==> src/design/lpg_pkg.sv <==
// ----------------------------------------------------------------------------
// lpg_pkg: shared definitions for the line pixel generator
// Coordinate widths, command codes, sequencer states and the divider status.
// ----------------------------------------------------------------------------
package lpg_pkg;

    localparam int COORD_BITS = 12;
    localparam int DELTA_W    = COORD_BITS + 1;
    localparam int PROD_W     = 2 * DELTA_W;
    localparam int COLOR_W    = 24;
    localparam int CNT_W      = $clog2(COORD_BITS);

    localparam logic CMD_LOAD = 1'b0;
    localparam logic CMD_STEP = 1'b1;

    typedef enum logic [2:0] {
        ST_IDLE,
        ST_MUL,
        ST_START,
        ST_DIV,
        ST_EMIT
    } lpg_state_t;

    typedef struct packed {
        logic done;
    } div_status_t;

endpackage

==> src/design/lpg_divider.sv <==
// ----------------------------------------------------------------------------
// lpg_divider: radix-2 restoring divider
// Produces one quotient bit per cycle for an unsigned dividend and divisor.
// ----------------------------------------------------------------------------
module lpg_divider
    import lpg_pkg::*;
(
    input  logic                  clk,
    input  logic                  rst_n,
    input  logic                  start,
    input  logic [PROD_W-1:0]     dividend,
    input  logic [DELTA_W-1:0]    divisor,
    output logic [COORD_BITS-1:0] quotient,
    output div_status_t           status
);

    logic [PROD_W-1:0]     rem_reg;
    logic [PROD_W-1:0]     dsh_reg;
    logic [COORD_BITS-1:0] q_reg;
    logic [CNT_W-1:0]      cnt_reg;
    logic                  busy_reg;
    logic                  done_reg;
    logic                  ge;
    logic [PROD_W-1:0]     diff;

    assign ge   = rem_reg >= dsh_reg;
    assign diff = rem_reg - dsh_reg;

    always_ff @(posedge clk or negedge rst_n)
    begin
        if (!rst_n)
        begin
            busy_reg <= 1'b0;
            done_reg <= 1'b0;
            cnt_reg  <= '0;
        end
        else
        begin
            done_reg <= 1'b0;
            if (start)
            begin
                busy_reg <= 1'b1;
                cnt_reg  <= CNT_W'(COORD_BITS - 1);
            end
            else if (busy_reg)
            begin
                cnt_reg <= cnt_reg - CNT_W'(1);
                if (cnt_reg == '0)
                begin
                    busy_reg <= 1'b0;
                    done_reg <= 1'b1;
                end
            end
        end
    end

    always_ff @(posedge clk)
    begin
        if (start)
        begin
            rem_reg <= dividend;
            dsh_reg <= PROD_W'(divisor) << (COORD_BITS - 1);
            q_reg   <= '0;
        end
        else if (busy_reg)
        begin
            if (ge)
            begin
                rem_reg <= diff;
            end
            dsh_reg <= dsh_reg >> 1;
            q_reg   <= {q_reg[COORD_BITS-2:0], ge};
        end
    end

    assign quotient    = q_reg;
    assign status.done = done_reg;

endmodule

==> src/design/line_pixel_generator.sv <==
// ----------------------------------------------------------------------------
// line_pixel_generator: integer line rasterizer with exact division
// Walks a loaded line along its major axis and emits one pixel per step.
// ----------------------------------------------------------------------------
// A load transfer (cmd low) stores two endpoints and a color, and the input
// stays ready. A step transfer (cmd high) with a line loaded returns the
// next pixel through these steps in order: the multiply of the walk offset
// by the minor delta, the divider start, the divider iterations, one per
// bit of the twelve-bit quotient, its finish flag, and the add of the origin
// into the output register; the input stays not ready meanwhile, and that
// last step waits for as long as an earlier pixel sits unaccepted at the
// output. A step with no line loaded returns nothing, and the input stays
// ready. The final pixel of a line has last_pixel set.
module line_pixel_generator
    import lpg_pkg::*;
(
    input  logic                         clk,
    input  logic                         rst_n,
    input  logic                         in_valid,
    output logic                         in_ready,
    input  logic                         cmd,
    input  logic signed [COORD_BITS-1:0] x_start,
    input  logic signed [COORD_BITS-1:0] y_start,
    input  logic signed [COORD_BITS-1:0] x_end,
    input  logic signed [COORD_BITS-1:0] y_end,
    input  logic [COLOR_W-1:0]           line_color,
    output logic                         out_valid,
    input  logic                         out_ready,
    output logic signed [COORD_BITS-1:0] pixel_x,
    output logic signed [COORD_BITS-1:0] pixel_y,
    output logic [COLOR_W-1:0]           pixel_color,
    output logic                         last_pixel
);

    lpg_state_t state_reg;
    lpg_state_t state_next;

    logic signed [COORD_BITS-1:0] origin_x_reg;
    logic signed [COORD_BITS-1:0] origin_y_reg;
    logic signed [DELTA_W-1:0]    delta_x_reg;
    logic signed [DELTA_W-1:0]    delta_y_reg;
    logic                         steep_reg;
    logic signed [COORD_BITS-1:0] walk_reg;
    logic signed [COORD_BITS-1:0] walk_end_reg;
    logic [COLOR_W-1:0]           color_reg;
    logic                         active_reg;
    logic signed [PROD_W-1:0]     product_reg;
    logic                         neg_reg;

    logic                         out_valid_reg;
    logic signed [COORD_BITS-1:0] pixel_x_reg;
    logic signed [COORD_BITS-1:0] pixel_y_reg;
    logic [COLOR_W-1:0]           pixel_color_reg;
    logic                         last_pixel_reg;

    logic                         in_fire;
    logic                         load_fire;
    logic                         div_start;
    logic                         emit_fire;

    logic signed [DELTA_W-1:0]    dx_load;
    logic signed [DELTA_W-1:0]    dy_load;
    logic [DELTA_W-1:0]           mag_dx;
    logic [DELTA_W-1:0]           mag_dy;
    logic                         steep_load;
    logic signed [COORD_BITS-1:0] a_load;
    logic signed [COORD_BITS-1:0] b_load;
    logic                         a_lt_b;

    logic signed [COORD_BITS-1:0] origin_major;
    logic signed [COORD_BITS-1:0] origin_minor;
    logic signed [DELTA_W-1:0]    delta_major;
    logic signed [DELTA_W-1:0]    delta_minor;
    logic signed [DELTA_W-1:0]    offset;
    logic signed [PROD_W-1:0]     product;
    logic [PROD_W-1:0]            dividend;
    logic [DELTA_W-1:0]           divisor;
    logic [COORD_BITS-1:0]        quotient;
    div_status_t                  div_status;
    logic [COORD_BITS-1:0]        q_signed;
    logic signed [COORD_BITS-1:0] minor_coord;
    logic signed [COORD_BITS-1:0] walk_next;
    logic                         last;

    // Line setup on a load.
    assign dx_load    = {x_end[COORD_BITS-1], x_end} - {x_start[COORD_BITS-1], x_start};
    assign dy_load    = {y_end[COORD_BITS-1], y_end} - {y_start[COORD_BITS-1], y_start};
    assign mag_dx     = dx_load[DELTA_W-1] ? -dx_load : dx_load;
    assign mag_dy     = dy_load[DELTA_W-1] ? -dy_load : dy_load;
    assign steep_load = mag_dy > mag_dx;
    assign a_load     = steep_load ? y_start : x_start;
    assign b_load     = steep_load ? y_end : x_end;
    assign a_lt_b     = a_load < b_load;

    // Per-pixel arithmetic.
    assign origin_major = steep_reg ? origin_y_reg : origin_x_reg;
    assign origin_minor = steep_reg ? origin_x_reg : origin_y_reg;
    assign delta_major  = steep_reg ? delta_y_reg : delta_x_reg;
    assign delta_minor  = steep_reg ? delta_x_reg : delta_y_reg;
    assign offset       = {walk_reg[COORD_BITS-1], walk_reg}
                        - {origin_major[COORD_BITS-1], origin_major};
    assign product      = PROD_W'(offset) * PROD_W'(delta_minor);
    assign dividend     = product_reg[PROD_W-1] ? PROD_W'(-product_reg) : PROD_W'(product_reg);
    assign divisor      = delta_major[DELTA_W-1] ? DELTA_W'(-delta_major)
                                                 : DELTA_W'(delta_major);
    assign q_signed     = neg_reg ? -quotient : quotient;
    assign minor_coord  = origin_minor + $signed(q_signed);
    assign walk_next    = walk_reg + COORD_BITS'(1);
    assign last         = walk_next == walk_end_reg;

    lpg_divider u_divider (
        .clk      (clk),
        .rst_n    (rst_n),
        .start    (div_start),
        .dividend (dividend),
        .divisor  (divisor),
        .quotient (quotient),
        .status   (div_status)
    );

    always_comb
    begin
        state_next = state_reg;
        unique case (state_reg)
            ST_IDLE:
            begin
                if (in_valid && (cmd == CMD_STEP) && active_reg)
                begin
                    state_next = ST_MUL;
                end
            end
            ST_MUL:   state_next = ST_START;
            ST_START: state_next = ST_DIV;
            ST_DIV:
            begin
                if (div_status.done)
                begin
                    state_next = ST_EMIT;
                end
            end
            ST_EMIT:
            begin
                if (!out_valid_reg || out_ready)
                begin
                    state_next = ST_IDLE;
                end
            end
            default:  state_next = ST_IDLE;
        endcase
    end

    always_comb
    begin
        in_ready  = 1'b0;
        div_start = 1'b0;
        emit_fire = 1'b0;
        unique case (state_reg)
            ST_IDLE:  in_ready  = 1'b1;
            ST_MUL:   ;
            ST_START: div_start = 1'b1;
            ST_DIV:   ;
            ST_EMIT:  emit_fire = !out_valid_reg || out_ready;
            default:  ;
        endcase
    end

    assign in_fire   = in_valid && in_ready;
    assign load_fire = in_fire && (cmd == CMD_LOAD);

    always_ff @(posedge clk or negedge rst_n)
    begin
        if (!rst_n)
        begin
            state_reg     <= ST_IDLE;
            active_reg    <= 1'b0;
            out_valid_reg <= 1'b0;
        end
        else
        begin
            state_reg <= state_next;
            if (load_fire)
            begin
                active_reg <= a_load != b_load;
            end
            else if (emit_fire)
            begin
                active_reg <= !last;
            end
            if (emit_fire)
            begin
                out_valid_reg <= 1'b1;
            end
            else if (out_ready)
            begin
                out_valid_reg <= 1'b0;
            end
        end
    end

    always_ff @(posedge clk)
    begin
        if (load_fire)
        begin
            origin_x_reg <= x_start;
            origin_y_reg <= y_start;
            delta_x_reg  <= dx_load;
            delta_y_reg  <= dy_load;
            steep_reg    <= steep_load;
            walk_reg     <= a_lt_b ? a_load : b_load;
            walk_end_reg <= a_lt_b ? b_load : a_load;
            color_reg    <= line_color;
        end
        else if (emit_fire)
        begin
            walk_reg <= walk_next;
        end
        if (state_reg == ST_MUL)
        begin
            product_reg <= product;
        end
        if (div_start)
        begin
            neg_reg <= product_reg[PROD_W-1] ^ delta_major[DELTA_W-1];
        end
        if (emit_fire)
        begin
            pixel_x_reg     <= steep_reg ? minor_coord : walk_reg;
            pixel_y_reg     <= steep_reg ? walk_reg : minor_coord;
            pixel_color_reg <= color_reg;
            last_pixel_reg  <= last;
        end
    end

    assign out_valid   = out_valid_reg;
    assign pixel_x     = pixel_x_reg;
    assign pixel_y     = pixel_y_reg;
    assign pixel_color = pixel_color_reg;
    assign last_pixel  = last_pixel_reg;

endmodule

==> config.mk <==
export PLATFORM = sky130hd
export DESIGN_NAME = line_pixel_generator
export DESIGN_NICKNAME = d
export VERILOG_FILES = /design/src/design/lpg_pkg.sv /design/src/design/lpg_divider.sv /design/src/design/line_pixel_generator.sv
export SDC_FILE = /design/constraint.sdc
export NUM_CORES = 1
export LEC_CHECK = 0
export ABC_AREA = 1
export BUFFER_PORTS_ARGS = -buffer_cell sky130_fd_sc_hd__clkbuf_2
export CORE_MARGIN = 4
export CORE_UTILIZATION = 60
export DETAILED_ROUTE_END_ITERATION = 8
export PLACE_DENSITY = 0.88
export SLEW_MARGIN = 20
export SYNTH_ARGS = -nofsm -noshare
export SYNTH_HDL_FRONTEND = slang
export SYNTH_SLANG_ARGS = --single-unit
==> constraint.sdc <==
create_clock -name clk -period 21.8 [get_ports clk]
set_input_delay 4.36 -clock clk [delete_from_list [all_inputs] [get_ports clk]]
set_output_delay 4.36 -clock clk [all_outputs]
set_load 0.02 [all_outputs]
==> flow_metrics.py <==
metrics = {
    "die": {
        "die_x_microns": 202,
        "num_rows": 70,
        "chipHeight_microns": 202,
        "die_area_sq_mm": 0.0410,
        "start_util_pct": 61.3,
        "core-area_sq_mm": 0.0370,
        "boundaryPins": 128,
    },
    "logic_synthesis": {
        "synthArstFlopShare_pct": 4.44,
        "synth_edf_count": 214,
        "synth.largest_area_cell": "edfxtp_1",
        "yosysMostFrequentCell": "nand2_1",
        "ys_seq_area_share_pct": 31.6,
        "synth_cells": 2779,
        "synth-seq-cells": 248,
        "ys_types": 61,
        "synth_area_per_cell_sq_um": 8.16,
        "yosys_warnings": 0,
        "syn_nets": 3193,
        "netlist_top_cells_area": "edfxtp_1 (28%), fa_1 (15%), nand2_1 (10%)",
        "netlist.area_leader.share_pct": 28.3,
        "synth_area_sq_mm": 0.0227,
        "synth_flop_cell": "edfxtp_1",
        "synthTopCellsByCount": "nand2_1 (613), inv_1 (483), nor2_1 (236)",
    },
    "cts": {
        "cts_tree": "done",
        "hold_buffers": 0,
        "cts_buffers": 28,
        "ctsResizeCount": 0,
        "clkSinkCount": 248,
        "path_clk_slew_ns": 0.07,
        "htreeDepth": 1,
        "clk-insertion-delay-late_ns": 0.57,
        "cts_setup_buffers": 0,
        "clk_path_buf_depth": 3,
        "cts-root-buf": "clkbuf_16",
    },
    "global_route": {
        "grt_start_max_net_pins": 77,
        "grt_remaining_overflow": 0,
        "grt_usage_pct": 30.6,
        "antenna_found_initial": 1,
        "grt_pass1_vias": 19600,
        "grt_first_pass_wirelength_mm": 101,
    },
    "layout": {
        "fillerInstances": 2967,
        "final_cells": 3421,
        "area_delta_synth_final_pct": 9.39,
        "antennaDiodeCount": 0,
        "nets": 3310,
        "drive_above_1_share_pct": 8.16,
    },
    "worst_hold_path": {
        "min_to": "pixel_color[21]",
        "min_path_type": "flip-flop to flip-flop",
        "holdCritStartpoint": "color_reg[21]",
        "holdPathStages": 0,
    },
    "sta": {
        "maxSlewViolCount": 0,
        "period_needed_ns": 10.69,
        "hold_viol": 0,
        "skew_ns": 0.0238,
        "fin_crit_sh_pct": 49.1,
        "tightest_slew_ns": 1.06,
        "fmax_mhz": 93.5,
        "finalSetupViolCount": 0,
        "rsz0062_at_grt": "no",
        "tns_ns": 0,
        "slew_headroom_pct": 29.6,
    },
    "place": {
        "numPortBuffers": 127,
        "dpl.cell_count": 3370,
        "hpwl_mm": 50.1,
        "place_congestion": 0.998,
    },
    "routing": {
        "vias": 19700,
        "drtIter0Drc": 1862,
        "vias_per_cell": 5.75,
        "wl_mm": 62.7,
        "post_drt_wl_per_cell_microns": 18.3,
        "drcViolationCount": 0,
        "ant_nets": 0,
        "drtPass1Iterations": 6,
    },
    "critical_path": {
        "crit_fanout": 30,
        "cp-end-kind": "flip-flop",
        "rr_worst_depth": 30,
        "ff2ff_setup_slack_ns": 13.06,
        "r2r-end": "product_reg[22]",
        "cp_common_cell": "nand2_1",
        "arrival_ns": 10.99,
        "cp_slowest_cell": "nand2_2",
        "required_ns": 22.10,
        "critical_path_class": "primary input to flip-flop",
        "r2r-start": "steep_reg",
        "slowest_delay_ns": 0.69,
        "cp-start-kind": "primary input",
    },
    "job": {
        "drv_cap": 0,
    },
    "outcome": {
        "run_status": "finished, final reports clean",
    },
}
## cells by family (layout without fill, tap and decap cells)
group	count (synthesis)	count (layout)	share of synthesized area [%]
buf+inv	556	694	9.43
fa+ha+maj	337	337	24.1
simple gates	1147	1147	21.5
xor+xnor	87	87	3.49
flops	248	248	31.6
compound gates	404	404	9.88
## critical path: cells and delay by family
| kind | cells | cell delay [ns] |
|---|---|---|
| xor+xnor | 1 | 0.67 |
| simple gates | 20 | 3.48 |
| fa+ha+maj | 5 | 1.51 |
| buf+inv | 6 | 0.88 |
| compound gates | 1 | 0.07 |
## layout by cell type, fill, tap and decap left out, types with 4 or more instances in the layout
master / instances
dfrtp_1: 11
inv_1: 482
nand2_1: 613
clkbuf_16: 28
xnor2_1: 29
o21a_1: 8
a22oi_1: 23
o22ai_1: 14
or2_2: 7
clkbuf_2: 127
a21oi_1: 126
o21bai_1: 8
xor2_1: 55
inv_2: 11
nand3_1: 179
nor4_1: 7
o211ai_1: 4
clkbuf_1: 4
clkinv_1: 9
nor3_1: 26
nand2_2: 8
o21ai_1: 25
clkinv_2: 4
nor2_1: 233
dfxtp_1: 23
a21o_1: 10
buf_4: 15
nand3b_1: 11
inv_6: 5
fa_1: 167
nor3_2: 5
bufinv_16: 5
nand4_1: 28
a31oi_1: 6
and2_1: 14
o21ai_0: 162
ha_1: 170
edfxtp_1: 214
## routing by layer
metal / vias to the layer above / wire, microns / GRT usage, %
met1: 9228 / 24800 / 39.9
met3: 182 / 5730 / 5.54
met4: 0 / 2530 / 11.2
met2: 1013 / 29600 / 51.5
li1: 9261 / - / -
met5: - / 0 / 0
## per-stage QoR
step / hold WS, ns / area (sq um) / setup slack, ns / utilization, %
finish: 0.420 / 24800 / 11.11 / 67.1
global route: 0.431 / 24800 / 10.49 / 67.1
CTS: 0.421 / 24800 / 11.23 / 67.1
detailed placement: 0.405 / 23800 / 10.65 / 64.4
global placement: 0.401 / 23800 / 10.86 / 64.4
floorplan: 0.400 / 22700 / 12.85 / -
## worst max-delay path by stage
stage	endpoint	from	cells after the start
floorplan	walk_reg[10]	x_end[0]	35
global placement	walk_end_reg[8]	x_end[0]	34
detailed placement	walk_end_reg[9]	x_start[0]	33
CTS	walk_end_reg[8]	x_start[0]	33
global route	walk_reg[9]	x_end[0]	35
finish	walk_end_reg[9]	x_start[0]	33
## cell type report
cell class | instances | area, sq um | share of cell area [%]
Inverter | 501 | 1880 | 7.58
Tap cell | 504 | 631 | 2.54
Timing Repair Buffer | 142 | 748 | 3.02
Multi-Input combinational cell | 1975 | 13400 | 54.0
Sequential cell | 248 | 7160 | 28.9
Clock inverter | 19 | 273 | 1.10
Clock buffer | 32 | 716 | 2.89
Power is left out: the tool's default activity adds up to more than one toggle a clock period on the data nets, which glitch-free logic cannot reach.
